## config.mk

```make
export PLATFORM = sky130hd
export DESIGN_NAME = rpt_cfg_regs
export DESIGN_NICKNAME = d
export VERILOG_FILES = /design/src/rtl/core/rpt_pkg.sv /design/src/rtl/core/rpt_cfg_regs.sv
export SDC_FILE = /design/constraint.sdc
export NUM_CORES = 1
export LEC_CHECK = 0
export BUFFER_PORTS_ARGS = -buffer_cell sky130_fd_sc_hd__buf_4
export CORE_ASPECT_RATIO = 0.7
export CORE_MARGIN = 4
export CORE_UTILIZATION = 35
export DETAILED_ROUTE_END_ITERATION = 6
export HOLD_SLACK_MARGIN = 0.1
export PLACE_DENSITY_LB_ADDON = 0.25
export SYNTH_ARGS = -nofsm -noshare
export SYNTH_HDL_FRONTEND = slang
export SYNTH_SLANG_ARGS = --single-unit
```

## constraint.sdc

```tcl
create_clock -name clk -period 4.6 [get_ports clk]
set_input_delay 1.38 -clock clk [delete_from_list [all_inputs] [get_ports clk]]
set_output_delay 1.38 -clock clk [all_outputs]
set_load 0.05 [all_outputs]
```

## src/rtl/core/rpt_pkg.sv

```systemverilog
// Shared types, widths and codes of the rigid point transform pipeline.
`timescale 1ns / 1ps

package rpt_pkg;

    // Field and datapath widths.
    localparam int COORD_W    = 32;
    localparam int COORD_FRAC = 16;
    localparam int COEF_W     = 16;
    localparam int COEF_FRAC  = COEF_W - 2;
    localparam int OPER_W     = COORD_W + 1;
    localparam int PROD_W     = 2 * OPER_W;
    localparam int ACC_W      = PROD_W + 2;
    localparam int DIST_W     = 2 * COORD_W;
    localparam int OP_W       = 3;
    localparam int CFG_DATA_W = 64;
    localparam int CFG_ADDR_W = 6;
    localparam int IN_DATA_W  = 3 * COORD_W;
    localparam int OUT_DATA_W = 3 * COORD_W + DIST_W;

    // Operation codes.
    localparam logic [OP_W-1:0] OP_ROW_T    = 3'd0;
    localparam logic [OP_W-1:0] OP_ROW      = 3'd1;
    localparam logic [OP_W-1:0] OP_COL      = 3'd2;
    localparam logic [OP_W-1:0] OP_COL_DIFF = 3'd3;
    localparam logic [OP_W-1:0] OP_DIST     = 3'd4;

    // Register indexes on the configuration port.
    localparam logic [2:0] REG_ROW0 = 3'd0;
    localparam logic [2:0] REG_ROW1 = 3'd1;
    localparam logic [2:0] REG_ROW2 = 3'd2;
    localparam logic [2:0] REG_TX   = 3'd3;
    localparam logic [2:0] REG_TY   = 3'd4;
    localparam logic [2:0] REG_TZ   = 3'd5;

    // Matrix (m[r][j] is row r, entry j) and translation.
    typedef struct packed {
        logic [2:0][2:0][COEF_W-1:0] m;
        logic [2:0][COORD_W-1:0]     t;
    } cfg_t;

    // Multiplier operands for lane (i, j).
    typedef struct packed {
        logic [OP_W-1:0]             op;
        logic [2:0][2:0][OPER_W-1:0] a;
        logic [2:0][2:0][OPER_W-1:0] b;
        logic [2:0][COORD_W-1:0]     t;
    } oper_t;

    // Products of the nine lanes.
    typedef struct packed {
        logic [OP_W-1:0]             op;
        logic [2:0][2:0][PROD_W-1:0] prod;
        logic [2:0][COORD_W-1:0]     t;
    } prod_t;

    // Exact sums, one for each output coordinate.
    typedef struct packed {
        logic [OP_W-1:0]        op;
        logic [2:0][ACC_W-1:0]  acc;
    } sum_t;

    // Finished result item.
    typedef struct packed {
        logic [2:0][COORD_W-1:0] xyz;
        logic [DIST_W-1:0]       dist_sq;
        logic                    sat;
    } res_t;

endpackage

```

## src/rtl/core/rpt_cfg_regs.sv

```systemverilog
// APB-style configuration registers holding the matrix and translation.
`timescale 1ns / 1ps

module rpt_cfg_regs import rpt_pkg::*;
(
    input  logic                  clk,
    input  logic                  rst_n,
    input  logic                  psel,
    input  logic                  penable,
    input  logic                  pwrite,
    input  logic [CFG_ADDR_W-1:0] paddr,
    input  logic [CFG_DATA_W-1:0] pwdata,
    output logic [CFG_DATA_W-1:0] prdata,
    output logic                  pready,
    output cfg_t                  cfg
);

    localparam logic [COEF_W-1:0] COEF_ONE = COEF_W'(1) << COEF_FRAC;

    logic [2:0][2:0][COEF_W-1:0] m_reg;
    logic [2:0][COORD_W-1:0]     t_reg;
    logic [2:0]                  idx;
    logic                        wr_en;

    assign pready = 1'b1;
    assign idx    = paddr[CFG_ADDR_W-1:3];
    assign wr_en  = psel & penable & pwrite & pready;

    // Register writes; reset loads the identity matrix and a zero translation.
    always_ff @(posedge clk or negedge rst_n)
    begin
        if (!rst_n)
        begin
            m_reg[0] <= {{(2*COEF_W){1'b0}}, COEF_ONE};
            m_reg[1] <= {{COEF_W{1'b0}}, COEF_ONE, {COEF_W{1'b0}}};
            m_reg[2] <= {COEF_ONE, {(2*COEF_W){1'b0}}};
            t_reg    <= '0;
        end
        else if (wr_en)
        begin
            unique case (idx)
                REG_ROW0: m_reg[0] <= pwdata[3*COEF_W-1:0];
                REG_ROW1: m_reg[1] <= pwdata[3*COEF_W-1:0];
                REG_ROW2: m_reg[2] <= pwdata[3*COEF_W-1:0];
                REG_TX:   t_reg[0] <= pwdata[COORD_W-1:0];
                REG_TY:   t_reg[1] <= pwdata[COORD_W-1:0];
                REG_TZ:   t_reg[2] <= pwdata[COORD_W-1:0];
                default:  ;
            endcase
        end
    end

    // Read-back of the addressed register.
    always_comb
    begin
        unique case (idx)
            REG_ROW0: prdata = CFG_DATA_W'(m_reg[0]);
            REG_ROW1: prdata = CFG_DATA_W'(m_reg[1]);
            REG_ROW2: prdata = CFG_DATA_W'(m_reg[2]);
            REG_TX:   prdata = CFG_DATA_W'(t_reg[0]);
            REG_TY:   prdata = CFG_DATA_W'(t_reg[1]);
            REG_TZ:   prdata = CFG_DATA_W'(t_reg[2]);
            default:  prdata = '0;
        endcase
    end

    assign cfg.m = m_reg;
    assign cfg.t = t_reg;

endmodule

```

Yosys cells after proc, flatten, opt, wreduce, memory -nomap -nowiden --
Index checks and enable logic that the tools add are counted.
Cells by class: reduce and logical (&&, ||, !) cells 7, equality and inequality tests 5, bitwise operators 2, multiplexer cells 1
Operators with widths (count):
- $pmux W48 S6 | 1
- $reduce_and A2 Y1 | 6
- $eq A3 B2 Y1 const B | 2
- $eq A3 B3 Y1 const B | 2
- $eq A3 B1 Y1 const B | 1
- $logic_not A3 Y1 | 1
- $and A1 B1 Y1 | 2
Word-level totals: output and inout port bits 305, register bits after elaboration 240, input port bits 75

Depth between registers and ports, before layout --
word-level depth 3, depth in mapped cells 6

Worst setup path after synthesis --
No wires, ideal clock.
path kind input-to-output, start in paddr[3], end out prdata[30], stages on the path 4, data required time 3.220 ns, data arrival time 3.217 ns, slack 0.003 ns, path through buf_4 clkbuf_1 mux2i_1 a221oi_1
Between the ends: word-level cells in the longest chain between the ends 2
Ends and longest elaborated chain:
- start: declaration | line rpt_cfg_regs.sv:11 | input logic [CFG_ADDR_W-1:0] paddr,
- $eq A3 B3 Y1 (tied with other cells) | line rpt_cfg_regs.sv:56 | unique case (idx)
- $pmux W48 S6 * | line rpt_cfg_regs.sv:56
- end: declaration | line rpt_cfg_regs.sv:13 | output logic [CFG_DATA_W-1:0] prdata,
Mark *: on every way between the ends. The rest lies on a longest branch, timed or not.

Worst setup path after layout --
start in paddr[4], end out prdata[15]
The elaborated chain is that of the path after synthesis.

==> qor.yml <==
ys_async_sr_fraction: 1.00
synth_edf_count: 0
cts_tree: "yes"
fmaxAchievable_mhz: 236
drcViolationCount: 0
power.total_mw: 8.47
critPathArrivalTime_ns: 2.85
via_per_inst: 5.08
place_ws_ns: 0.356
cts_made_buffers: 25
clock_sinks: 240
yosysUniqueCellTypes: 34
syn-cell-area_sq_um: 11200
wire_per_inst_microns: 22.6
post-cts-setup-buffers: 0
hold_path_class: "reg -> reg"
drtAntennaViolNets: 0
coreArea_sq_um: 31300
yosys.area.top_type: "dfrtp_1"
io_pins: 380
grt_max_degree: 112
num-fill-cells: 2872
cts_hold_buf: 0
path_class: "in -> out"
place_congestion: 0.797
multiInputGateArea_sq_um: 4800
synthTopCellsByArea: "dfrtp_1, mux2_2, mux2i_1"
wl_microns: 36300
clock-root-buffer: "clkbuf_16"
crit_path_max_fanout: 18
drt_iter0_drc: 523
clock_latency_ns: 0.52
place_inst: 1561
synth.most_common_cell: "mux2_2"
maxCapViolCount: 0
vias: 8158
finalCritPeriodShare: 0.919
skew_ns: 0
maxSlewViolCount: 0
syn_inst: 825
synth-main-ff-cell: "dfrtp_1"
finalHoldViolCount: 0
leakagePower_nw: 7.33
ys_seq_area_frac: 0.538
rows: 54
setup_viol: 0
nNetsFinal: 1243
finalCriticalPeriod_ns: 4.23
port_buffers: 343
yosysWarnings: 0
cp-start-kind: "input pin"
max-slew-margin-rel: 0.404
grt_pass1_vias: 8519
clk_pin_slew_ns: 0.06
fin_util: 0.486
ys_top_cells_by_count: "mux2_2, dfrtp_1, nand2_1"
largest_reg_flops: 240
grt_pass1_wl_microns: 54500
end_kind: "primary output"
antenna_cells: 0
die_h_microns: 157
dieArea_sq_um: 34900
grt_overflow: 0
final_cells: 1607
place_hpwl_microns: 24800
worst_slack_ns: 0.372
ctsHtreeMaxLevel: 1
final.setup.tns_ns: 0
ir_drop_mv: 0.281
rsz0062_at_grt: "false"
worstPathRequired_ns: 3.22
start_util: 0.357
grt_antenna_before_repair: 0
synth_seq_cells: 240
power_density_nw_per_um2: 557
grt_usage: 0.200
die_w_microns: 222
firstDrtPassIters: 4
post_cts_resized: 0
clockBufferDepth: 3
final-seq-area_sq_um: 6010
worst_slew_pin_slew_ns: 0.893
status: "complete, no violations"
areaGrowthSynthToFinish_pct: 36.0
drive_gt1_frac: 0.593
synth_top_area_share: 0.531
syn_avg_cell_area_sq_um: 13.5
-- cells by family after synthesis --
group / Yosys count / share of synthesized area
mux: 325 / 0.323
flops: 240 / 0.538
simple gates: 99 / 0.0475
compound gates: 82 / 0.0497
buf+inv: 77 / 0.0409
other cells: 2 / 0.000672
-- metrics by stage --
| stage | hold WS, ns | instance area, sq um |
|---|---|---|
| 2_1_floorplan | 0.731 | 11200 |
| 3_3_place_gp | 0.497 | 14300 |
| 3_5_place_dp | 0.500 | 14300 |
| 4_1_cts | 0.515 | 15200 |
| 5_1_grt | 0.530 | 15200 |
| 6_report | 0.511 | 15200 |
-- critical path, cell delays in order --
cell and delay, ns:
buf_4 0.28, buf_12 0.22, mux2_2 0.35, a221oi_1 0.28, a21oi_1 0.10, buf_4 0.22
-- final timing paths --
check                              to      from  slack [ns]  depth (start not counted)
min in group asynchronous    cfg[123]     rst_n        0.92                          1
max in group asynchronous    cfg[110]     rst_n        2.76                          2
hold reg to reg              cfg[120]  cfg[120]        0.51                          1
setup / recovery           prdata[15]  paddr[4]        0.37                          6
setup reg to reg             cfg[145]  cfg[145]        3.77                          1
hold / removal               cfg[120]  cfg[120]        0.51                          1
-- power by group --
part,leakage (nW),internal (mW),switching (mW)
Sequential,3.06,2.53,0.350
Combinational,3.83,1.10,2.33
Clock,0.432,1.30,0.852
Total,7.33,4.94,3.53
-- area by class of cell --
type                            count  share of cell area
Inverter                            1            0.000247
Sequential cell                   240               0.396
Multi-Input combinational cell    523               0.316
Tap cell                          420              0.0346
Timing Repair Buffer              377               0.196
Clock inverter                      7             0.00774
Clock buffer                       39              0.0499
-- metal layers --
| metal | vias to the layer above | GRT usage | wire length [microns] |
|---|---|---|---|
| met2 | 250 | 0.322 | 16800 |
| met3 | 56 | 0.0505 | 2080 |
| li1 | 3667 | - | - |
| met1 | 4185 | 0.275 | 16500 |
| met5 | - | 0 | 0 |
| met4 | 0 | 0.0475 | 883 |
-- cell usage in the layout, fill, tap and decap left out, drive strengths merged, types with 6 or more instances in the layout --
cell type  instances
mux2i             40
buf              377
a221oi            14
mux2             285
or2               16
o221ai            10
conb              17
a21oi             28
clkbuf            39
dfrtp            237
a31oi             12
nor2               9
nand3              9
nand2             45
and3b              6
Note: power is estimated with default switching activity, not from simulation.
