### src/rtl/core/rpt_pkg.sv
// Shared types, widths and codes of the rigid point transform pipeline.
`timescale 1ns / 1ps

package rpt_pkg;

    // Field and datapath widths.
    localparam int COORD_W    = 32;
    localparam int COORD_FRAC = 16;
    localparam int COEF_W     = 16;
    localparam int COEF_FRAC  = COEF_W - 2;
    localparam int OPER_W     = COORD_W + 1;
    localparam int PROD_W     = 2 * OPER_W;
    localparam int ACC_W      = PROD_W + 2;
    localparam int DIST_W     = 2 * COORD_W;
    localparam int OP_W       = 3;
    localparam int CFG_DATA_W = 64;
    localparam int CFG_ADDR_W = 6;
    localparam int IN_DATA_W  = 3 * COORD_W;
    localparam int OUT_DATA_W = 3 * COORD_W + DIST_W;

    // Operation codes.
    localparam logic [OP_W-1:0] OP_ROW_T    = 3'd0;
    localparam logic [OP_W-1:0] OP_ROW      = 3'd1;
    localparam logic [OP_W-1:0] OP_COL      = 3'd2;
    localparam logic [OP_W-1:0] OP_COL_DIFF = 3'd3;
    localparam logic [OP_W-1:0] OP_DIST     = 3'd4;

    // Register indexes on the configuration port.
    localparam logic [2:0] REG_ROW0 = 3'd0;
    localparam logic [2:0] REG_ROW1 = 3'd1;
    localparam logic [2:0] REG_ROW2 = 3'd2;
    localparam logic [2:0] REG_TX   = 3'd3;
    localparam logic [2:0] REG_TY   = 3'd4;
    localparam logic [2:0] REG_TZ   = 3'd5;

    // Matrix (m[r][j] is row r, entry j) and translation.
    typedef struct packed {
        logic [2:0][2:0][COEF_W-1:0] m;
        logic [2:0][COORD_W-1:0]     t;
    } cfg_t;

    // Multiplier operands for lane (i, j).
    typedef struct packed {
        logic [OP_W-1:0]             op;
        logic [2:0][2:0][OPER_W-1:0] a;
        logic [2:0][2:0][OPER_W-1:0] b;
        logic [2:0][COORD_W-1:0]     t;
    } oper_t;

    // Products of the nine lanes.
    typedef struct packed {
        logic [OP_W-1:0]             op;
        logic [2:0][2:0][PROD_W-1:0] prod;
        logic [2:0][COORD_W-1:0]     t;
    } prod_t;

    // Exact sums, one for each output coordinate.
    typedef struct packed {
        logic [OP_W-1:0]        op;
        logic [2:0][ACC_W-1:0]  acc;
    } sum_t;

    // Finished result item.
    typedef struct packed {
        logic [2:0][COORD_W-1:0] xyz;
        logic [DIST_W-1:0]       dist_sq;
        logic                    sat;
    } res_t;

endpackage

### src/rtl/core/rpt_sum.sv
// Pipeline stage 3: exact sum of the three products and, for OP_ROW_T, the translation term.
`timescale 1ns / 1ps

module rpt_sum import rpt_pkg::*;
(
    input  logic  clk,
    input  logic  rst_n,
    input  logic  en,
    input  logic  in_valid,
    input  prod_t in_data,
    output logic  out_valid,
    output sum_t  out_data
);

    logic                     valid_reg;
    sum_t                     data_reg;
    sum_t                     data_next;
    logic [2:0][2:0][ACC_W-1:0] pext;
    logic [2:0][ACC_W-1:0]    tterm;

    // Widen the products; the translation enters with the coefficient scale.
    always_comb
    begin
        for (int i = 0; i < 3; i++)
        begin
            for (int j = 0; j < 3; j++)
            begin
                pext[i][j] = {{(ACC_W-PROD_W){in_data.prod[i][j][PROD_W-1]}},
                              in_data.prod[i][j]};
            end
            if (in_data.op == OP_ROW_T)
            begin
                tterm[i] = {{(ACC_W-COORD_W){in_data.t[i][COORD_W-1]}}, in_data.t[i]}
                           << COEF_FRAC;
            end
            else
            begin
                tterm[i] = '0;
            end
        end
    end

    always_comb
    begin
        data_next.op = in_data.op;
        for (int i = 0; i < 3; i++)
        begin
            data_next.acc[i] = pext[i][0] + pext[i][1] + pext[i][2] + tterm[i];
        end
    end

    always_ff @(posedge clk or negedge rst_n)
    begin
        if (!rst_n)
        begin
            valid_reg <= 1'b0;
        end
        else if (en)
        begin
            valid_reg <= in_valid;
        end
    end

    always_ff @(posedge clk)
    begin
        if (en)
        begin
            data_reg <= data_next;
        end
    end

    assign out_valid = valid_reg;
    assign out_data  = data_reg;

    // A distance sum is a sum of squares and lives in the first lane alone.
    a_dist_lane: assert property (@(posedge clk) disable iff (!rst_n)
        (valid_reg && data_reg.op == OP_DIST) |->
        (data_reg.acc[1] == '0 && data_reg.acc[2] == '0 && !data_reg.acc[0][ACC_W-1]))
        else $error("distance sum spread outside the first lane or negative");

endmodule

### config.mk
export PLATFORM = sky130hd
export DESIGN_NAME = rpt_sum
export DESIGN_NICKNAME = d
export VERILOG_FILES = /design/src/rtl/core/rpt_pkg.sv /design/src/rtl/core/rpt_sum.sv
export SDC_FILE = /design/constraint.sdc
export NUM_CORES = 1
export LEC_CHECK = 0
export ABC_AREA = 1
export BUFFER_PORTS_ARGS = -buffer_cell sky130_fd_sc_hd__buf_4
export CORE_AREA = 2 2 348 350
export DETAILED_ROUTE_END_ITERATION = 12
export DIE_AREA = 0 0 350 352
export GPL_TIMING_DRIVEN = 0
export PLACE_DENSITY_LB_ADDON = 0.12
export SLEW_MARGIN = 40
export SYNTH_ARGS = -nofsm -noshare
export SYNTH_HDL_FRONTEND = slang
export SYNTH_SLANG_ARGS = --single-unit
### constraint.sdc
create_clock -name clk -period 1.05 [get_ports clk]
set_clock_uncertainty 0.15 [all_clocks]
set_input_delay 0.0525 -clock clk [delete_from_list [all_inputs] [get_ports clk]]
set_output_delay 0.0525 -clock clk [all_outputs]
set_load 0.005 [all_outputs]
# Word level (Yosys, flattened, before mapping)
# Index checks and enable logic that the tools add are counted.
# totals
register_bits	208
inputBits	697
# classes
addsub	9
mux	3
reduce_logical	1
# op_table
op	n
$add A67 B66 Y68	3
$add A68 B68 Y68	3
$mux W68	3
$add A66 B66 Y67	3
$logic_not A3 Y1	1

# Depth between registers and ports, before layout
# Gate-level depths: netlist of the first run.
# depth
ltp_word	3
depth_mapped	19
ltp_nobuf	19

# Least setup slack after synthesis of the first run
# No wires, ideal clock.
# synth_path
kind	input -> register
from	input port in_data[692] (netlist bit)
to	register data_reg (netlist bit out_data[201]), data pin
setup_time_ps	252
arrival_ps	3058
setup_slack_ps	-2410
cell_stages	15
path_buffers	1
cell_sequence	nor3_1 clkbuf_1 nand2_1 fa_1 inv_1 ha_1 nand2_1 nor2_1 inv_1 nor2_1 nand2_1 nor3_1 nand2_2 nand3_1 nand2_1
# synth_lines
item	line	rtl
start: declaration	rpt_sum.sv:10	input prod_t in_data,
end signal: assignment	rpt_sum.sv:68	data_reg <= data_next;
end: declaration	rpt_sum.sv:16	sum_t data_reg;

==> results of run 1 <==
[metal layers]
metal,track usage [%],vias up,wire [um]
li1,-,17350,-
met1,30.98,16730,64850
met2,41.34,954,73140
met3,3.834,125,9785
met4,4.621,2,2985
met5,0,-,11
[flip-flops by register name, summed over array words and instances, names as in the netlist]
signal and count:
out_valid 1, out_data 207
[timing repair]
action,in CTS,in global routing
buffers inserted,107,37
pin swaps,295,152
gates resized for setup,1176,410
setup endpoints to repair,403,434
hold endpoints to repair,150,99
cloned,8,2
[power by group]
part	switching, mW	total (mW)	internal, mW
sequential	0.891	14.7	13.8
clock	4.89	11.8	6.91
combinational	39.7	65.9	26.1
total	45.5	92.4	46.9
[layout make-up]
type | count | area, sq um
clock inverters | 24 | 311.5
repair buffers | 1065 | 8366
plain buffers | 9 | 172.7
inverters | 1726 | 6526
fillers | 12490 | 66510
well taps | 1612 | 2017
flip-flops and latches | 208 | 6241
clock buffers | 34 | 787.0
multi-input cells | 3260 | 28400
[layout by cell type (no fill, tap or decap), types with 122 or more instances in the layout]
master    Yosys  final
inv_1      1718   1584
buf_4         0   1020
nand2_1    1403   1009
fa_1        360    355
nand2_2      62    320
edfxtp_1    207    207
nor2_1      404    206
nand3_1     173    154
ha_4          0    134
nand2_4       0    131
inv_2         8    126
a21oi_2       5    122
[logic make-up (layout without fill, tap and decap cells)]
| logic type | count (synthesis) | count (layout) | synth area share [%] |
|---|---|---|---|
| buffers and inverters | 1736 | 2858 | 18.82 |
| XOR/XNOR | 105 | 105 | 2.653 |
| AO/OA/AOI/OAI | 410 | 410 | 6.220 |
| multiplexers | 1 | 1 | 0.03249 |
| adder cells (fa/ha/maj) | 594 | 594 | 29.24 |
| flip-flops | 208 | 208 | 18.01 |
| AND/OR/NAND/NOR | 2144 | 2150 | 25.03 |
[how the worst max path moves through the flow]
stage,slack (ps),endpoint,startpoint
6_report,-1840,out_data[178],in_data[692]
5_1_grt,-1950,out_data[119],in_data[692]
4_1_cts,-1800,out_data[133],in_data[691]
3_5_place_dp,-3670,out_data[191],in_data[692]
3_3_place_gp,-3690,out_data[191],in_data[692]
2_1_floorplan,-1750,out_data[65],in_data[692]
==> results.yml, run 1 <==
status:
  outcome: "complete, but fails checks"
  violations: "hold timing, setup timing"
worst_hold_path:
  hp-class: "primary input to flip-flop"
  holdCritStartpoint: "en"
  min_to: "out_data[147]"
  whs_path_depth: 1
synth:
  syn_avg_cell_area_sq_um: 6.668
  yosys-top-cells-count: "1718 x inv_1, 1403 x nand2_1, 404 x nor2_1, 360 x fa_1, 245 x a21oi_1"
  synthesis.instances: 5198
  async_flop_share_pct: 0.4808
  synth_area_sq_mm: 0.03466
  yosys_most_used_dff: "edfxtp_1"
  synth_area_leaders: "fa_1 21%, inv_1 19%, edfxtp_1 18%"
  synthesis.nets: 6489
  yosysUniqueCellTypes: 32
  yosysWarnings: 0
  synth_edf_count: 207
  ys_ff_latch: 208
  synth.most_common_cell: "inv_1"
  yosysSeqAreaShare_pct: 18.01
  synth_top_area_share_pct: 20.79
  synth_top_area_cell: "fa_1"
setup_path:
  crit_path_cell_trace: "buf_8, nor3_4, buf_12, clkbuf_16, buf_12, buf_12, buf_4, nand2_2, fa_1, inv_2, ha_4, nand2_4, nor2_4, nand2_1, nor4_1, nand3_1, nand4_1, nand2_1"
  r2r_start: "out_valid"
  worstSetupPathType: "primary input to flip-flop"
  crit_path_end_kind: "flip-flop"
  reg2reg_depth: 1
  cp_top_family: "simple AND/OR/NAND/NOR gates"
  start_kind: "primary input"
  r2r_setup_slack_ps: 160
  worstReg2RegEnd: "out_valid"
  path_depth: 18
  path_max_fanout: 8
  crit_slowest_cell: "fa_1"
  slowest_delay_ps: 520
  cp_common_cell: "buf_12"
  cp.buffers_inverters: 7
  worst_ep_required_time_ps: 1300
  arrival_ps: 3140
place:
  placed_cell_area_sq_mm: 0.04450
  hpwlAfterDp_um: 130300
  gp_congestion: 0.9157
  post-place-ws_ps: -3671
  dp_cells: 7717
  io_buffers: 904
cells_and_area:
  fin_cells: 7938
  utilization_pct: 44.27
  area_growth_pct: 52.41
  layout.nets: 7592
  diodes: 0
  drive_gt1_share_pct: 38.07
  design_area_sq_mm: 0.05283
sta:
  finalHoldViolCount: 90
  slew_violations: 0
  rsz0062_at_grt: "true"
  maxSlewHeadroom_pct: 65.30
  period_needed_ps: 2891
  fin_tns_setup_ps: -358100
  postLayoutSetupSlackWorst_ps: -1841
  whs_ps: -328.9
  tightest_slew_ps: 519.0
  setup_viol: 406
  timing.final.crit_share_pct: 275.4
  max_freq_ghz: 0.3459
power_and_ir_drop:
  leakagePower_nw: 28.24
  peakVddDrop_mv: 1.571
  p_per_area_mw_per_mm2: 1749
  finalPower_mw: 92.37
global_routing:
  grt_usage_pct: 23.78
  grt_max_degree: 64
  grt_pass1_wl_um: 220200
  grt_pass1_vias: 36030
  antenna_found_initial: 2
  gr-total-overflow: 0
drt:
  drt_first_iter_violations: 1769
  finalWirelength_um: 150800
  antenna_left: 0
  drt-pass1-iter-count: 5
  post_drt_via_cell_ratio: 4.429
  drc: 0
  wl_per_cell_um: 18.99
  dr_total_vias: 35160
clocking:
  cts_buffers: 31
  root_buffer: "clkbuf_16"
  holdBufCountCts: 11
  clk_latency_ps: 650
  cts.clk_slew.worst_paths_ps: 60
  cts_sinks: 208
  cts_tree: "yes"
  htree_levels: 1
  cts_buffer_depth: 3
floorplanning:
  die_area_sq_mm: 0.1232
  start_util_pct: 29.04
  fp.dieH_um: 352
  num_io_pins: 905
  die_w_um: 350
  coreArea_sq_mm: 0.1193
  core.rowCount: 127
job:
  drv_cap: 0
Power figures use the tool's default switching activity.
==> run 2: changes to the inputs <==
CORE_AREA = 2 2 355 357   (was 2 2 348 350)
DIE_AREA = 0 0 357 359   (was 0 0 350 352)
==> run 2 against run 1 <==
Highest routed layer unchanged. First-iteration DRC count down 4.1%. The flow still finishes with violations (hold timing, setup timing). Critical path type unchanged. Worst setup slack worse by 36 ps. Fmax down 1.2%. Register-to-register slack about the same. Final cell count about the same. Critical endpoint is now out_data[200]. Core utilization down 2.8 points. Largest cell class unchanged. Clock power about the same. Wire length down 0.45%. Count of clock-buffer cells in the layout up 8. Hold slack better by 55 ps. Largest power group unchanged. Sequential power about the same.
==> results.yml, run 2 (synthesized netlist as in run 1, its figures left out) <==
floorplanning:
  die_area_sq_mm: 0.1282
  core.rowCount: 130
  fp.dieH_um: 359
  coreArea_sq_mm: 0.1246
  num_io_pins: 905
  die_w_um: 357
  start_util_pct: 27.82
global_routing:
  grt_pass1_vias: 35100
  gr-total-overflow: 0
  grt_max_degree: 64
  grt_usage_pct: 22.64
  antenna_found_initial: 3
  grt_pass1_wl_um: 216700
power_and_ir_drop:
  p_per_area_mw_per_mm2: 1736
  peakVddDrop_mv: 0.9099
  finalPower_mw: 89.78
  leakagePower_nw: 27.93
setup_path:
  path_max_fanout: 5
  arrival_ps: 3120
  worst_ep_required_time_ps: 1250
  crit_path_end_kind: "flip-flop"
  worstSetupPathType: "primary input to flip-flop"
  start_kind: "primary input"
place:
  io_buffers: 904
  dp_cells: 7755
  hpwlAfterDp_um: 130400
  gp_congestion: 0.9415
  placed_cell_area_sq_mm: 0.04455
  post-place-ws_ps: -3436
cells_and_area:
  largest_register_ffs: 207
  drive_gt1_share_pct: 35.43
  utilization_pct: 41.49
  design_area_sq_mm: 0.05170
  layout.nets: 7552
  area_growth_pct: 49.16
  mostFrequentLayoutCells: "1607 x inv_1, 1045 x nand2_1, 981 x buf_4"
  fin_cells: 7940
  final_common_cell: "inv_1"
drt:
  finalWirelength_um: 150100
  drt-pass1-iter-count: 6
  post_drt_via_cell_ratio: 4.388
  drt_first_iter_violations: 1696
  dr_total_vias: 34840
  drc: 0
  wl_per_cell_um: 18.90
  antenna_left: 0
clocking:
  cts.clk_slew.worst_paths_ps: 60
  clk_latency_ps: 590
  cts_buffer_depth: 3
  holdBufCountCts: 7
  cts_sinks: 208
  cts_tree: "yes"
  htree_levels: 2
  cts_buffers: 35
  root_buffer: "clkbuf_16"
sta:
  tightest_slew_ps: 582.1
  postLayoutSetupSlackWorst_ps: -1878
  whs_ps: -274.3
  fin_tns_setup_ps: -356340
  setup_viol: 407
  max_freq_ghz: 0.3416
  maxSlewHeadroom_pct: 61.15
  rsz0062_at_grt: "true"
  timing.final.crit_share_pct: 278.8
  slew_violations: 0
  period_needed_ps: 2928
  finalHoldViolCount: 58
worst_hold_path:
  hp-class: "primary input to flip-flop"
job:
  drv_cap: 0
status:
  violations: "hold timing, setup timing"
  outcome: "complete, but fails checks"
-- run 2: power breakdown --
group	internal, mW	leakage [nW]	switching, mW	total (mW)
clock	6.78	0.535	5.06	11.8
sequential	13.8	2.04	0.941	14.8
combinational	24.7	25.4	38.5	63.2
total	45.3	27.9	44.5	89.8
-- run 2: worst paths after layout --
path,endpoint,slack (ps),start,cells after the start
max reg2reg,out_valid,170,out_valid,1
min reg2reg,out_valid,360,out_valid,1
max,out_data[200],-1880,in_data[692],19
min in group asynchronous,out_valid,140,rst_n,3
max in group asynchronous,out_valid,510,rst_n,3
min,out_data[146],-270,en,1
-- run 2: layer usage --
metal  global-route usage [%]  up-vias  share of wire, %  wire (um)
li1                         -    17270                 -          -
met4                    3.872        2               1.7       2570
met2                    39.51      934                49      73440
met3                    3.812       97               6.5       9754
met1                    29.48    16530                43      64320
met5                        0        -            0.0060          9
-- run 2: cell type report --
| cell class | count | area [sq um] |
|---|---|---|
| Antenna cell | 2 | 5.005 |
| Buffer | 10 | 177.7 |
| Clock buffer | 42 | 923.4 |
| Clock inverter | 22 | 173.9 |
| Fill cell | 13180 | 72890 |
| Inverter | 1726 | 6536 |
| Multi-Input combinational cell | 3257 | 27500 |
| Sequential cell | 208 | 6241 |
| Tap cell | 1650 | 2064 |
| Timing Repair Buffer | 1023 | 8074 |
-- run 2: timing repair --
| item | CTS | global route |
|---|---|---|
| buffers inserted | 49 | 53 |
| hold endpoints to repair | 69 | 49 |
| pin swaps | 106 | 307 |
| endpoints found under the setup margin | 405 | 407 |
| gates resized for setup | 659 | 725 |
| gates cloned | 4 | 6 |
-- run 2: worst max-delay path, cell delays in order --
cell       delay, ps
buf_12           100
nor3_4           170
buf_6            180
clkbuf_16        200
buf_12           150
clkbuf_16        150
nand2_4           40
fa_1             540
inv_2             50
ha_4             340
nand2_4          100
nor2_4           180
nand2_4          120
nor2_1           130
nand2_1           80
nand2_2          170
nand2_1          140
nand3_1          100
nand2_1           50
