===== config.mk =====
export PLATFORM = sky130hd
export DESIGN_NAME = rpt_oper_sel
export DESIGN_NICKNAME = d
export VERILOG_FILES = /design/src/rtl/core/rpt_pkg.sv /design/src/rtl/core/rpt_oper_sel.sv
export SDC_FILE = /design/constraint.sdc
export NUM_CORES = 1
export LEC_CHECK = 0
export BUFFER_PORTS_ARGS = -buffer_cell sky130_fd_sc_hd__buf_2
export CAP_MARGIN = 20
export CORE_AREA = 10 10 394 396
export CTS_CLUSTER_DIAMETER = 50
export DETAILED_ROUTE_END_ITERATION = 8
export DIE_AREA = 0 0 404 406
export GPL_TIMING_DRIVEN = 0
export PLACE_DENSITY_LB_ADDON = 0.25
export SLEW_MARGIN = 20
export SYNTH_ARGS = -nofsm -noshare
export SYNTH_HDL_FRONTEND = slang
export SYNTH_SLANG_ARGS = --single-unit

===== constraint.sdc =====
create_clock -name clk -period 1.3 [get_ports clk]
set_clock_uncertainty 0.2 [all_clocks]
set_input_delay 0.26 -clock clk [delete_from_list [all_inputs] [get_ports clk]]
set_output_delay 0.26 -clock clk [all_outputs]
set_load 0.1 [all_outputs]

===== src/rtl/core/rpt_pkg.sv =====
// Shared types, widths and codes of the rigid point transform pipeline.
`timescale 1ns / 1ps

package rpt_pkg;

    // Field and datapath widths.
    localparam int COORD_W    = 32;
    localparam int COORD_FRAC = 16;
    localparam int COEF_W     = 16;
    localparam int COEF_FRAC  = COEF_W - 2;
    localparam int OPER_W     = COORD_W + 1;
    localparam int PROD_W     = 2 * OPER_W;
    localparam int ACC_W      = PROD_W + 2;
    localparam int DIST_W     = 2 * COORD_W;
    localparam int OP_W       = 3;
    localparam int CFG_DATA_W = 64;
    localparam int CFG_ADDR_W = 6;
    localparam int IN_DATA_W  = 3 * COORD_W;
    localparam int OUT_DATA_W = 3 * COORD_W + DIST_W;

    // Operation codes.
    localparam logic [OP_W-1:0] OP_ROW_T    = 3'd0;
    localparam logic [OP_W-1:0] OP_ROW      = 3'd1;
    localparam logic [OP_W-1:0] OP_COL      = 3'd2;
    localparam logic [OP_W-1:0] OP_COL_DIFF = 3'd3;
    localparam logic [OP_W-1:0] OP_DIST     = 3'd4;

    // Register indexes on the configuration port.
    localparam logic [2:0] REG_ROW0 = 3'd0;
    localparam logic [2:0] REG_ROW1 = 3'd1;
    localparam logic [2:0] REG_ROW2 = 3'd2;
    localparam logic [2:0] REG_TX   = 3'd3;
    localparam logic [2:0] REG_TY   = 3'd4;
    localparam logic [2:0] REG_TZ   = 3'd5;

    // Matrix (m[r][j] is row r, entry j) and translation.
    typedef struct packed {
        logic [2:0][2:0][COEF_W-1:0] m;
        logic [2:0][COORD_W-1:0]     t;
    } cfg_t;

    // Multiplier operands for lane (i, j).
    typedef struct packed {
        logic [OP_W-1:0]             op;
        logic [2:0][2:0][OPER_W-1:0] a;
        logic [2:0][2:0][OPER_W-1:0] b;
        logic [2:0][COORD_W-1:0]     t;
    } oper_t;

    // Products of the nine lanes.
    typedef struct packed {
        logic [OP_W-1:0]             op;
        logic [2:0][2:0][PROD_W-1:0] prod;
        logic [2:0][COORD_W-1:0]     t;
    } prod_t;

    // Exact sums, one for each output coordinate.
    typedef struct packed {
        logic [OP_W-1:0]        op;
        logic [2:0][ACC_W-1:0]  acc;
    } sum_t;

    // Finished result item.
    typedef struct packed {
        logic [2:0][COORD_W-1:0] xyz;
        logic [DIST_W-1:0]       dist_sq;
        logic                    sat;
    } res_t;

endpackage


===== src/rtl/core/rpt_oper_sel.sv =====
// Pipeline stage 1: routes point, differences and matrix entries to the lanes.
`timescale 1ns / 1ps

module rpt_oper_sel import rpt_pkg::*;
(
    input  logic                 clk,
    input  logic                 rst_n,
    input  logic                 en,
    input  logic                 in_valid,
    input  logic [OP_W-1:0]      op,
    input  logic [IN_DATA_W-1:0] point,
    input  cfg_t                 cfg,
    output logic                 out_valid,
    output oper_t                out_data
);

    logic                        valid_reg;
    oper_t                       data_reg;
    oper_t                       data_next;
    logic [2:0][OPER_W-1:0]      pe;
    logic [2:0][OPER_W-1:0]      te;
    logic [2:0][2:0][OPER_W-1:0] ce;

    // Sign-extend point, translation and coefficients to the operand width.
    always_comb
    begin
        for (int j = 0; j < 3; j++)
        begin
            pe[j] = {{(OPER_W-COORD_W){point[COORD_W*j+COORD_W-1]}},
                     point[COORD_W*j +: COORD_W]};
            te[j] = {{(OPER_W-COORD_W){cfg.t[j][COORD_W-1]}}, cfg.t[j]};
            for (int i = 0; i < 3; i++)
            begin
                ce[i][j] = {{(OPER_W-COEF_W){cfg.m[i][j][COEF_W-1]}}, cfg.m[i][j]};
            end
        end
    end

    // Lane (i, j) feeds output coordinate i with term j.
    always_comb
    begin
        data_next    = '0;
        data_next.op = op;
        data_next.t  = cfg.t;
        unique case (op)
            OP_ROW_T, OP_ROW:
            begin
                for (int i = 0; i < 3; i++)
                begin
                    for (int j = 0; j < 3; j++)
                    begin
                        data_next.a[i][j] = pe[j];
                        data_next.b[i][j] = ce[j][i];
                    end
                end
            end
            OP_COL:
            begin
                for (int i = 0; i < 3; i++)
                begin
                    for (int j = 0; j < 3; j++)
                    begin
                        data_next.a[i][j] = pe[j];
                        data_next.b[i][j] = ce[i][j];
                    end
                end
            end
            OP_COL_DIFF:
            begin
                for (int i = 0; i < 3; i++)
                begin
                    for (int j = 0; j < 3; j++)
                    begin
                        data_next.a[i][j] = pe[j] - te[j];
                        data_next.b[i][j] = ce[i][j];
                    end
                end
            end
            OP_DIST:
            begin
                // The squares use the first row of lanes only.
                for (int j = 0; j < 3; j++)
                begin
                    data_next.a[0][j] = te[j] - pe[j];
                    data_next.b[0][j] = te[j] - pe[j];
                end
            end
            default: ;
        endcase
    end

    always_ff @(posedge clk or negedge rst_n)
    begin
        if (!rst_n)
        begin
            valid_reg <= 1'b0;
        end
        else if (en)
        begin
            valid_reg <= in_valid;
        end
    end

    always_ff @(posedge clk)
    begin
        if (en)
        begin
            data_reg <= data_next;
        end
    end

    assign out_valid = valid_reg;
    assign out_data  = data_reg;

endmodule


==> Word-level counts from Yosys, hierarchy flattened <==
Index checks and enable logic that the tools add are counted.
{ "op_classes": {"addsub": 6, "eq_ne": 4, "mux": 4, "n_reduce_logical": 4} }
{ "ops": {"columns": ["operator", "n"], "rows": [
  ["198-bit case mux with 2 select lines", 2],
  ["99-bit case mux with 3 select lines", 2],
  ["32-bit by 32-bit subtractor with 33-bit output", 6],
  ["3-bit by 2-bit == test with 1-bit output, second input constant", 2],
  ["2-bit OR reduction", 2],
  ["3-bit by 1-bit == test with 1-bit output, second input constant", 1],
  ["3-bit == test, second input constant", 1],
  ["3-bit logical NOT", 1],
  ["3-bit OR reduction", 1]
]} }
{ "word_totals": {"regBits": 694, "in_bits": 343, "output_inout_bits": 694, "word_cells": 41} }

==> Depth between registers and ports, before layout <==
Gate-level depths: netlist of run 1.
{ "logic_depth": {"ltp_word": 3, "mapped_depth": 13, "ltp_nobuf": 13} }

==> Worst setup path before layout of run 1 <==
OpenSTA, ideal clock, no wires.
{ "synth_path": {"path_type": "input to register", "start": "input cfg[0] (netlist name)", "end": "register data_reg (netlist bit out_data[124]) (data pin)", "setup_time_ns": 0.254, "arrival_ns": 2.774, "required_time_ns": 0.846, "path_slack_ns": -1.928, "cell_stages": 13, "n_path_buf": 0, "cell_sequence": "inv_1 -> ha_1 -> inv_1 -> fa_1 -> a211oi_4 -> o211ai_2 -> a32o_1 -> or3_4 -> a221o_1 -> a21oi_2 -> o21bai_1 -> xor2_1 -> a21o_1"} }
{ "synth_rtl": {"columns": ["element", "line_no", "text"], "rows": [
  ["from (decl)", "rpt_oper_sel.sv:12", "input cfg_t cfg,"],
  ["to (signal assigned)", "rpt_oper_sel.sv:108", "data_reg <= data_next;"],
  ["to (decl)", "rpt_oper_sel.sv:18", "oper_t data_reg;"]
]} }

==> impl_metrics.yaml, run 1 <==
logic_synthesis:
  synth_top_area_share_pct: 47.4
  synth_top_flop_cell: "edfxtp_1"
  yosys.area.top_type: "edfxtp_1"
  synth.area.top_cells: "edfxtp_1 (47%), ha_1 (7.7%), buf_4 (4.8%)"
  synth-seq-cells: 493
  synthCells: 3041
  yosys_warnings: 0
  yosys-top-cells-count: "edfxtp_1 (492), nand2_1 (275), inv_1 (252)"
  synth.distinct_cells: 81
  netlist_area_sq_um: 31200
  synthArstFlopShare_pct: 0.203
  ys_seq_area_share_pct: 47.5
  yosysMostFrequentCell: "edfxtp_1"
  synth_edf_count: 492
  synth_nets: 3582
  syn_avg_cell_area_sq_um: 10.2
power_and_ir_drop:
  power_uw: 78000
  p_per_area_nw_per_um2: 1410
  cellLeakagePower_uw: 0.0244
  ir_worst_vdd_uv: 1510
clock_network:
  cts_sinks: 493
  path_clk_slew_ns: 0.06
  clk_latency_ns: 0.67
  root_buffer: "clkbuf_16"
  htreeDepth: 3
  cts_buffers: 88
  cts_tree: "yes"
  clock_path_buffers: 3
job:
  cap_viol_max_count: 0
critical_path:
  startpoint: "cfg[0]"
  cp-start-kind: "input port"
  max_stage_delay_ns: 0.50
  r2r_start: "out_valid"
  worst-path-buf-inv: 4
  criticalPathCategory: "in -> reg"
  crit_slowest_cell: "a222oi_1"
  cp_top_family: "compound AO/OA/AOI/OAI gates"
  worstPathMaxFanout: 3
  arrival_ns: 3.37
  crit_required_ns: 1.50
  worstPathCellList: "buf_12 > inv_12 > ha_4 > inv_2 > fa_2 > a211oi_4 > o211ai_2 > a32o_2 > or3_4 > a221o_1 > a21oi_4 > xnor2_2 > a222oi_1 > inv_1"
  end_kind: "flop"
layout:
  area_growth_pct: 78.1
  drive_above_1_share_pct: 48.8
  final_area_sq_um: 55500
  layoutNonFillerInstCount: 6781
  fillers: 14500
  finalNetCount: 5308
timing:
  slew_viol_final: 0
  holdWs_ns: -0.341
  setup_viol: 1295
  hold_viol_final: 79
  fin_crit_sh_pct: 244
  fmax_mhz: 316
  worst_pin_slew_ns: 1.13
  fin_ws_ns: -1.87
  layout_min_cycle_time_ns: 3.17
  rsz0062_at_grt: "true"
  slew_headroom_pct: 24.6
place:
  placed_cells: 6018
  gp_congestion: 0.886
  dp_hpwl_mm: 134
  post_dp_cell_area_sq_um: 41600
  port_buffers: 1036
floorplan:
  die_area_sq_um: 164000
  std_cell_rows: 141
  die_h_um: 406
  ios: 1037
  die-width_um: 404
  coreArea_sq_um: 147000
  initial_core_util_pct: 21.2
route:
  wl_per_cell_um: 25.9
  ant_nets: 0
  finalWirelength_mm: 176
  drc: 0
  drt_first_iter_violations: 2141
  dr.pass1.iters: 6
  vias: 30800
  viasPerCell: 4.54
worst_hold_path:
  hp-class: "in -> reg"
  min_from: "cfg[1]"
global_routing:
  grt_first_pass_wirelength_mm: 235
  grt_max_degree: 95
  overflow: 0
  grt_usage_pct: 19.8
  antenna_found_initial: 39
  grt_pass1_vias: 31100
run_status:
  violations: "hold timing, setup timing"
  status: "finished with violations"
==> routing by layer <==
layer	GRT usage, %	up-vias	wire, um
met5	0	-	67
met4	6.49	10	5370
met3	4.69	245	11600
met2	34.1	1213	86200
met1	24.1	15300	72300
li1	-	14100	-
==> where the power goes <==
part,internal [uW],total [uW],switching [uW]
combinational,10000,34800,24800
sequential,19300,19900,621
clock,13900,23200,9330
total,43200,78000,34700
==> flip-flops by register name, indices dropped and copies added (netlist names) <==
| name | count |
|---|---|
| out_valid | 1 |
| out_data | 492 |
==> layout make-up <==
| class | instances | area, sq um | area share, % |
|---|---|---|---|
| Clock buffer | 97 | 2260 | 4.07 |
| Sequential cell | 493 | 14800 | 26.7 |
| Timing Repair Buffer | 1671 | 13800 | 24.9 |
| Tap cell | 1930 | 2410 | 4.35 |
| Inverter | 253 | 1210 | 2.18 |
| Buffer | 319 | 3000 | 5.42 |
| Antenna cell | 13 | 32.5 | 0.0586 |
| Multi-Input combinational cell | 1941 | 17300 | 31.2 |
| Clock inverter | 64 | 676 | 1.22 |
==> worst paths after layout <==
path | slack (ns) | endpoint | cells past startpoint
min in group asynchronous | 0.22 | out_valid | 3
setup reg to reg | 0.35 | out_valid | 1
hold / removal | -0.34 | out_data[1] | 1
setup / recovery | -1.87 | out_data[417] | 14
max in group asynchronous | 0.57 | out_valid | 3
hold reg to reg | 0.32 | out_valid | 1
==> metrics by stage <==
stage | hold WS (ns) | setup TNS [ns] | setup WS (ns) | util (%)
final | -0.341 | -848.01 | -1.87 | 37.7
after global routing | -0.381 | -929.48 | -1.87 | 37.7
after CTS | -0.482 | -993.65 | -1.90 | 34.4
after detailed placement | -0.162 | -1272.93 | -3.22 | 28.3
after global placement | -0.165 | -5274.19 | -9.04 | 28.0
after floorplan | -0.236 | -467.08 | -1.83 | -
==> cell usage in the layout, fill, tap and decap left out, drive strengths merged, types with 16 or more instances in the layout <==
cell / count
a21oi: 197
clkbuf: 196
ha: 192
xor2: 53
nor2b: 50
o21a: 26
nand2: 275
nand4: 34
clkinv: 24
buf: 1546
nand3: 24
a211oi: 17
nand2b: 81
dlygate4sd3: 343
mux2i: 102
a221o: 18
xnor2: 110
o21bai: 40
nor3: 20
o21ai: 207
inv: 278
nor2: 167
a21o: 105
a31oi: 16
a22o: 22
edfxtp: 492
==> logic make-up (layout without fill, tap and decap cells) <==
family          count (synthesis)  after routing  share of synthesized area [%]
buf+inv                       607           2404                           9.89
compound gates                764            764                           16.0
other cells                     0             13                              0
mux                           103            103                           3.31
simple gates                  713            713                           10.7
fa+ha+maj                     198            198                           8.10
xor+xnor                      163            163                           4.58
flops                         493            493                           47.5
==> timing repair <==
action	CTS	global route
endpoints found under the setup margin	1326	1311
pin swaps	135	240
resized for setup	470	870
hold buffers	342	4
cloned	1	6
buffers inserted	113	169
hold endpoints to repair	512	85
(Power assumes the default switching activity.)
==> run 2, diff against run 1 <==
--- a/config.mk
+++ b/config.mk
@@ -8,9 +8,11 @@
 export BUFFER_PORTS_ARGS = -buffer_cell sky130_fd_sc_hd__buf_2
 export CAP_MARGIN = 20
 export CORE_AREA = 10 10 394 396
+export CTS_BUF_LIST = sky130_fd_sc_hd__clkbuf_4 sky130_fd_sc_hd__clkbuf_8
 export CTS_CLUSTER_DIAMETER = 50
 export DETAILED_ROUTE_END_ITERATION = 8
 export DIE_AREA = 0 0 404 406
+export GPL_ROUTABILITY_DRIVEN = 0
 export GPL_TIMING_DRIVEN = 0
 export PLACE_DENSITY_LB_ADDON = 0.25
 export SLEW_MARGIN = 20
==> run 2 against run 1 <==
Compared with the run above: the run still ends with hold timing, setup timing left; clock power shrank 22%; first-iteration DRC count grew 5.3%; fmax increased by 8.3%; routed wire length grew 1.4%.
==> impl_metrics.yaml, run 2 (synthesized netlist as in run 1, its figures left out) <==
clock_network:
  clock_path_buffers: 3
  htreeDepth: 3
  cts_sinks: 493
  root_buffer: "clkbuf_8"
  cts_tree: "yes"
  clk_latency_ns: 0.80
  path_clk_slew_ns: 0.05
  cts_buffers: 106
critical_path:
  criticalPathCategory: "in -> reg"
  crit_required_ns: 1.62
  rr_worst_depth: 1
  worstPathMaxFanout: 3
  r2r_slack_ns: 0.36
  cp-start-kind: "input port"
  end_kind: "flop"
  timing.rr.end: "out_valid"
  startpoint: "cfg[0]"
  cp-endpoint: "out_data[417]"
  r2r_start: "out_valid"
  arrival_ns: 3.25
layout:
  fin_util_pct: 38.0
  finalNetCount: 5501
  largest_reg_flops: 492
  drive_above_1_share_pct: 48.6
  layoutNonFillerInstCount: 6984
  fillers: 14400
  final_common_cell: "buf_2"
  final_cell_mix: "buf_2 (860), edfxtp_1 (492), dlygate4sd3_1 (434)"
  final_area_sq_um: 55900
  area_growth_pct: 79.4
timing:
  fmax_mhz: 342
  fin_tns_setup_ns: -796.54
  setup_viol: 1227
  worst_pin_slew_ns: 0.816
  fin_ws_ns: -1.62
  layout_min_cycle_time_ns: 2.92
  holdWs_ns: -0.568
  rsz0062_at_grt: "true"
  slew_headroom_pct: 45.6
  hold_viol_final: 81
  fin_crit_sh_pct: 225
  slew_viol_final: 0
power_and_ir_drop:
  ir_worst_vdd_uv: 1120
  p_per_area_nw_per_um2: 1310
  power_uw: 72900
  cellLeakagePower_uw: 0.0247
place:
  port_buffers: 1036
  placed_cells: 6018
  post_dp_cell_area_sq_um: 41600
  dp_hpwl_mm: 134
run_status:
  status: "finished with violations"
  violations: "hold timing, setup timing"
floorplan:
  initial_core_util_pct: 21.2
  ios: 1037
  die-width_um: 404
  std_cell_rows: 141
  die_h_um: 406
  coreArea_sq_um: 147000
  die_area_sq_um: 164000
route:
  ant_nets: 0
  wl_per_cell_um: 25.5
  finalWirelength_mm: 178
  viasPerCell: 4.55
  dr.pass1.iters: 6
  drc: 0
  drt_first_iter_violations: 2254
  vias: 31800
worst_hold_path:
  hp-class: "in -> reg"
global_routing:
  grt_max_degree: 97
  grt_pass1_vias: 31800
  grt_usage_pct: 20.2
  grt_first_pass_wirelength_mm: 239
  overflow: 0
  antenna_found_initial: 36
job:
  cap_viol_max_count: 0
[run 2: cell types whose count changed in the layout (fill, tap and decap cells not counted), sizes merged, moves of 3 or more]
cell	delta
dlygate4sd3	+91
dlymetal6s2s	+6
clkinvlp	+6
clkbuf	+23
clkinv	+9
buf	+83
dlymetal6s4s	+7
inv	-27
bufinv	+3
[run 2: power breakdown]
| part | total, uW | leakage, uW | switching [uW] | internal [uW] |
|---|---|---|---|---|
| Sequential | 20000 | 0.00477 | 677 | 19300 |
| Combinational | 34800 | 0.0188 | 24700 | 10100 |
| Clock | 18100 | 0.00110 | 8030 | 10100 |
| Total | 72900 | 0.0247 | 33500 | 39500 |
[run 2: cell type report]
class	instances	area, sq um	share of cell area, %
multi-input cells	1941	17200	30.9
diodes	15	37.5	0.0672
well taps	1930	2410	4.32
flip-flops and latches	493	14800	26.5
clock buffers	132	1660	2.97
repair buffers	1845	15000	26.8
inverters	253	1200	2.16
clock inverters	55	556	0.994
plain buffers	320	3000	5.37
[run 2: layer usage]
metal  track usage [%]  part of all wire, %
met1              24.4                   41
met2              35.2                   49
met3              4.78                  6.9
met4              6.23                  3.3
met5                 0                0.039
[run 2: worst min path at each step]
stage / from / cells after the start / end
floorplan: rst_n / 0 / out_valid
global placement: rst_n / 1 / out_valid
detailed placement: rst_n / 1 / out_valid
CTS: cfg[32] / 1 / out_data[32]
global route: cfg[71] / 1 / out_data[71]
finish: cfg[71] / 1 / out_data[71]
[run 2: critical path, cell delays in order]
cell and delay, ns:
buf_12 0.11, inv_12 0.04, ha_4 0.12, inv_2 0.04, fa_2 0.40, a211oi_4 0.33, o211ai_2 0.14, a32o_2 0.27
or3_4 0.35, a221o_1 0.36, a21oi_4 0.25, xnor2_2 0.11, a222oi_1 0.38, inv_1 0.07
[run 2: repair_timing]
item / in CTS / in global routing
gates cloned: 1 / 1
endpoints found under the hold margin: 575 / 160
pin swaps: 157 / 271
setup buffers: 162 / 181
resized for setup: 658 / 652
hold buffers: 416 / 64
endpoints found under the setup margin: 1134 / 1239
[run 2: per-stage QoR]
stage / setup WS [ns] / hold slack [ns]
floorplan: -1.83 / -0.236
global placement: -8.99 / -0.165
detailed placement: -3.31 / -0.162
CTS: -1.64 / -0.682
global route: -1.61 / -0.649
finish: -1.62 / -0.568
==> run 3, diff against run 2 <==
==> constraint.sdc (replaced) <==
create_clock -name clk -period 1.3 [get_ports clk]
set_clock_uncertainty 0.2 [all_clocks]
set_input_delay 0.065 -clock clk [delete_from_list [all_inputs] [get_ports clk]]
set_output_delay 0.065 -clock clk [all_outputs]
set_load 0.1 [all_outputs]
==> run 3 against run 2 <==
Compared with the run above: the run still ends with hold timing, setup timing left; worst hold slack worse by 0.19 ns; combinational power is 2% higher; core utilization is 1.0 points higher; cell area is 2.7% higher; first-iteration DRC count is 1.8% higher; cell count is 1.8% higher; count of clock-buffer cells in the layout is 2 lower; power is 1.3% higher; global-route usage is 0.42 points higher; largest cell class unchanged.
==> impl_metrics.yaml, run 3 (synthesized netlist as in run 1, its figures left out) <==
clock_network:
  cts_tree: "yes"
  htreeDepth: 3
  cts_buffers: 106
  root_buffer: "clkbuf_8"
  clk_latency_ns: 0.82
  cts_sinks: 493
  path_clk_slew_ns: 0.06
  clock_path_buffers: 3
global_routing:
  grt_first_pass_wirelength_mm: 245
  overflow: 0
  grt_max_degree: 85
  grt_usage_pct: 20.6
  grt_pass1_vias: 32800
  antenna_found_initial: 44
critical_path:
  cp_top_family: "compound AO/OA/AOI/OAI gates"
  cp-start-kind: "input port"
  max_stage_delay_ns: 0.66
  arrival_ns: 3.04
  criticalPathCategory: "in -> reg"
  worstPathCellList: "buf_6 > dlygate4sd3_1 > ha_4 > clkbuf_8 > buf_6 > nand4_1 > nor2_2 > o31ai_4 > a21oi_4 > a21boi_2 > o21a_1 > o21ai_2 > xor2_1 > a221o_1"
  startpoint: "cfg[69]"
  worst-path-buf-inv: 4
  worstPathMaxFanout: 4
  end_kind: "flop"
  crit_required_ns: 1.62
  crit_slowest_cell: "dlygate4sd3_1"
  cp_common_cell: "buf_6"
  r2r_start: "out_valid"
layout:
  final_common_cell: "buf_2"
  final_area_sq_um: 57400
  area_growth_pct: 84.3
  final_cell_mix: "buf_2 (864), dlygate4sd3_1 (574), edfxtp_1 (492)"
  largest_reg_flops: 492
  drive_above_1_share_pct: 47.5
  finalNetCount: 5623
timing:
  fin_ws_ns: -1.41
  fin_tns_setup_ns: -705.13
  rsz0062_at_grt: "true"
  fmax_mhz: 368
  layout_min_cycle_time_ns: 2.71
  setup_viol: 1111
  hold_viol_final: 296
  worst_pin_slew_ns: 1.03
  slew_viol_final: 0
  fin_crit_sh_pct: 209
  slew_headroom_pct: 31.0
  holdWs_ns: -0.756
place:
  post_dp_cell_area_sq_um: 41700
  dp_hpwl_mm: 137
  port_buffers: 1036
  pre_cts_ws_ns: -3.37
job:
  cap_viol_max_count: 0
floorplan:
  coreArea_sq_um: 147000
  die_h_um: 406
  die-width_um: 404
  std_cell_rows: 141
  ios: 1037
  die_area_sq_um: 164000
  initial_core_util_pct: 21.2
run_status:
  violations: "hold timing, setup timing"
  status: "finished with violations"
route:
  wl_per_cell_um: 25.9
  finalWirelength_mm: 184
  dr.pass1.iters: 7
  viasPerCell: 4.59
  drc: 0
  drt_first_iter_violations: 2294
  vias: 32700
  ant_nets: 0
power_and_ir_drop:
  cellLeakagePower_uw: 0.0254
  ir_worst_vdd_uv: 1160
  p_per_area_nw_per_um2: 1290
worst_hold_path:
  min_from: "cfg[10]"
  hp-class: "in -> reg"
## run 3: repair_timing
action | in CTS | in global routing
pin swaps | 161 | 244
endpoints found under the hold margin | 680 | 482
endpoints found under the setup margin | 1114 | 1171
cloned | 0 | 0
resized for setup | 763 | 576
setup buffers | 186 | 138
hold buffers | 507 | 151
## run 3: area by class of cell
cell class	count	area, sq um
fill	14400	89700
multi-input combinational	1941	17300
timing repair buffer	1972	16400
sequential	493	14800
buffer	315	2960
tap	1930	2410
clock buffer	130	1650
inverter	253	1220
clock inverter	58	598
antenna	20	50.0
## run 3: where the power goes
part | total (uW) | internal (uW) | switching (uW)
Sequential | 20000 | 19300 | 656
Combinational | 35600 | 10500 | 25000
Clock | 18400 | 10200 | 8120
## run 3: final timing paths
kind	slack [ns]	end	depth (start not counted)
max in group asynchronous	0.35	out_valid	4
min in group asynchronous	0.45	out_valid	4
worst max register to register	0.36	out_valid	1
worst max-delay path	-1.41	out_data[484]	14
worst min register to register	0.32	out_valid	1
worst min-delay path	-0.76	out_data[10]	1
## run 3: through the flow
stage	power, uW	utilization, %	std cells
floorplan	42500	-	3041
global placement	49500	28.0	6007
detailed placement	49400	28.3	6022
CTS	72100	36.2	6868
global route	76500	39.0	7103
finish	73900	39.0	7112
## run 3: layer usage
layer  share of wire (%)  routed length, um  vias to the layer above  global-route usage, %
li1                    -                  -                    14700                      -
met4                 3.8               6940                       18                   7.44
met5               0.058                106                        -                      0
met3                 7.5              13800                      332                   5.13
met1                  40              74200                    16200                   25.0
met2                  48              89000                     1460                   35.2
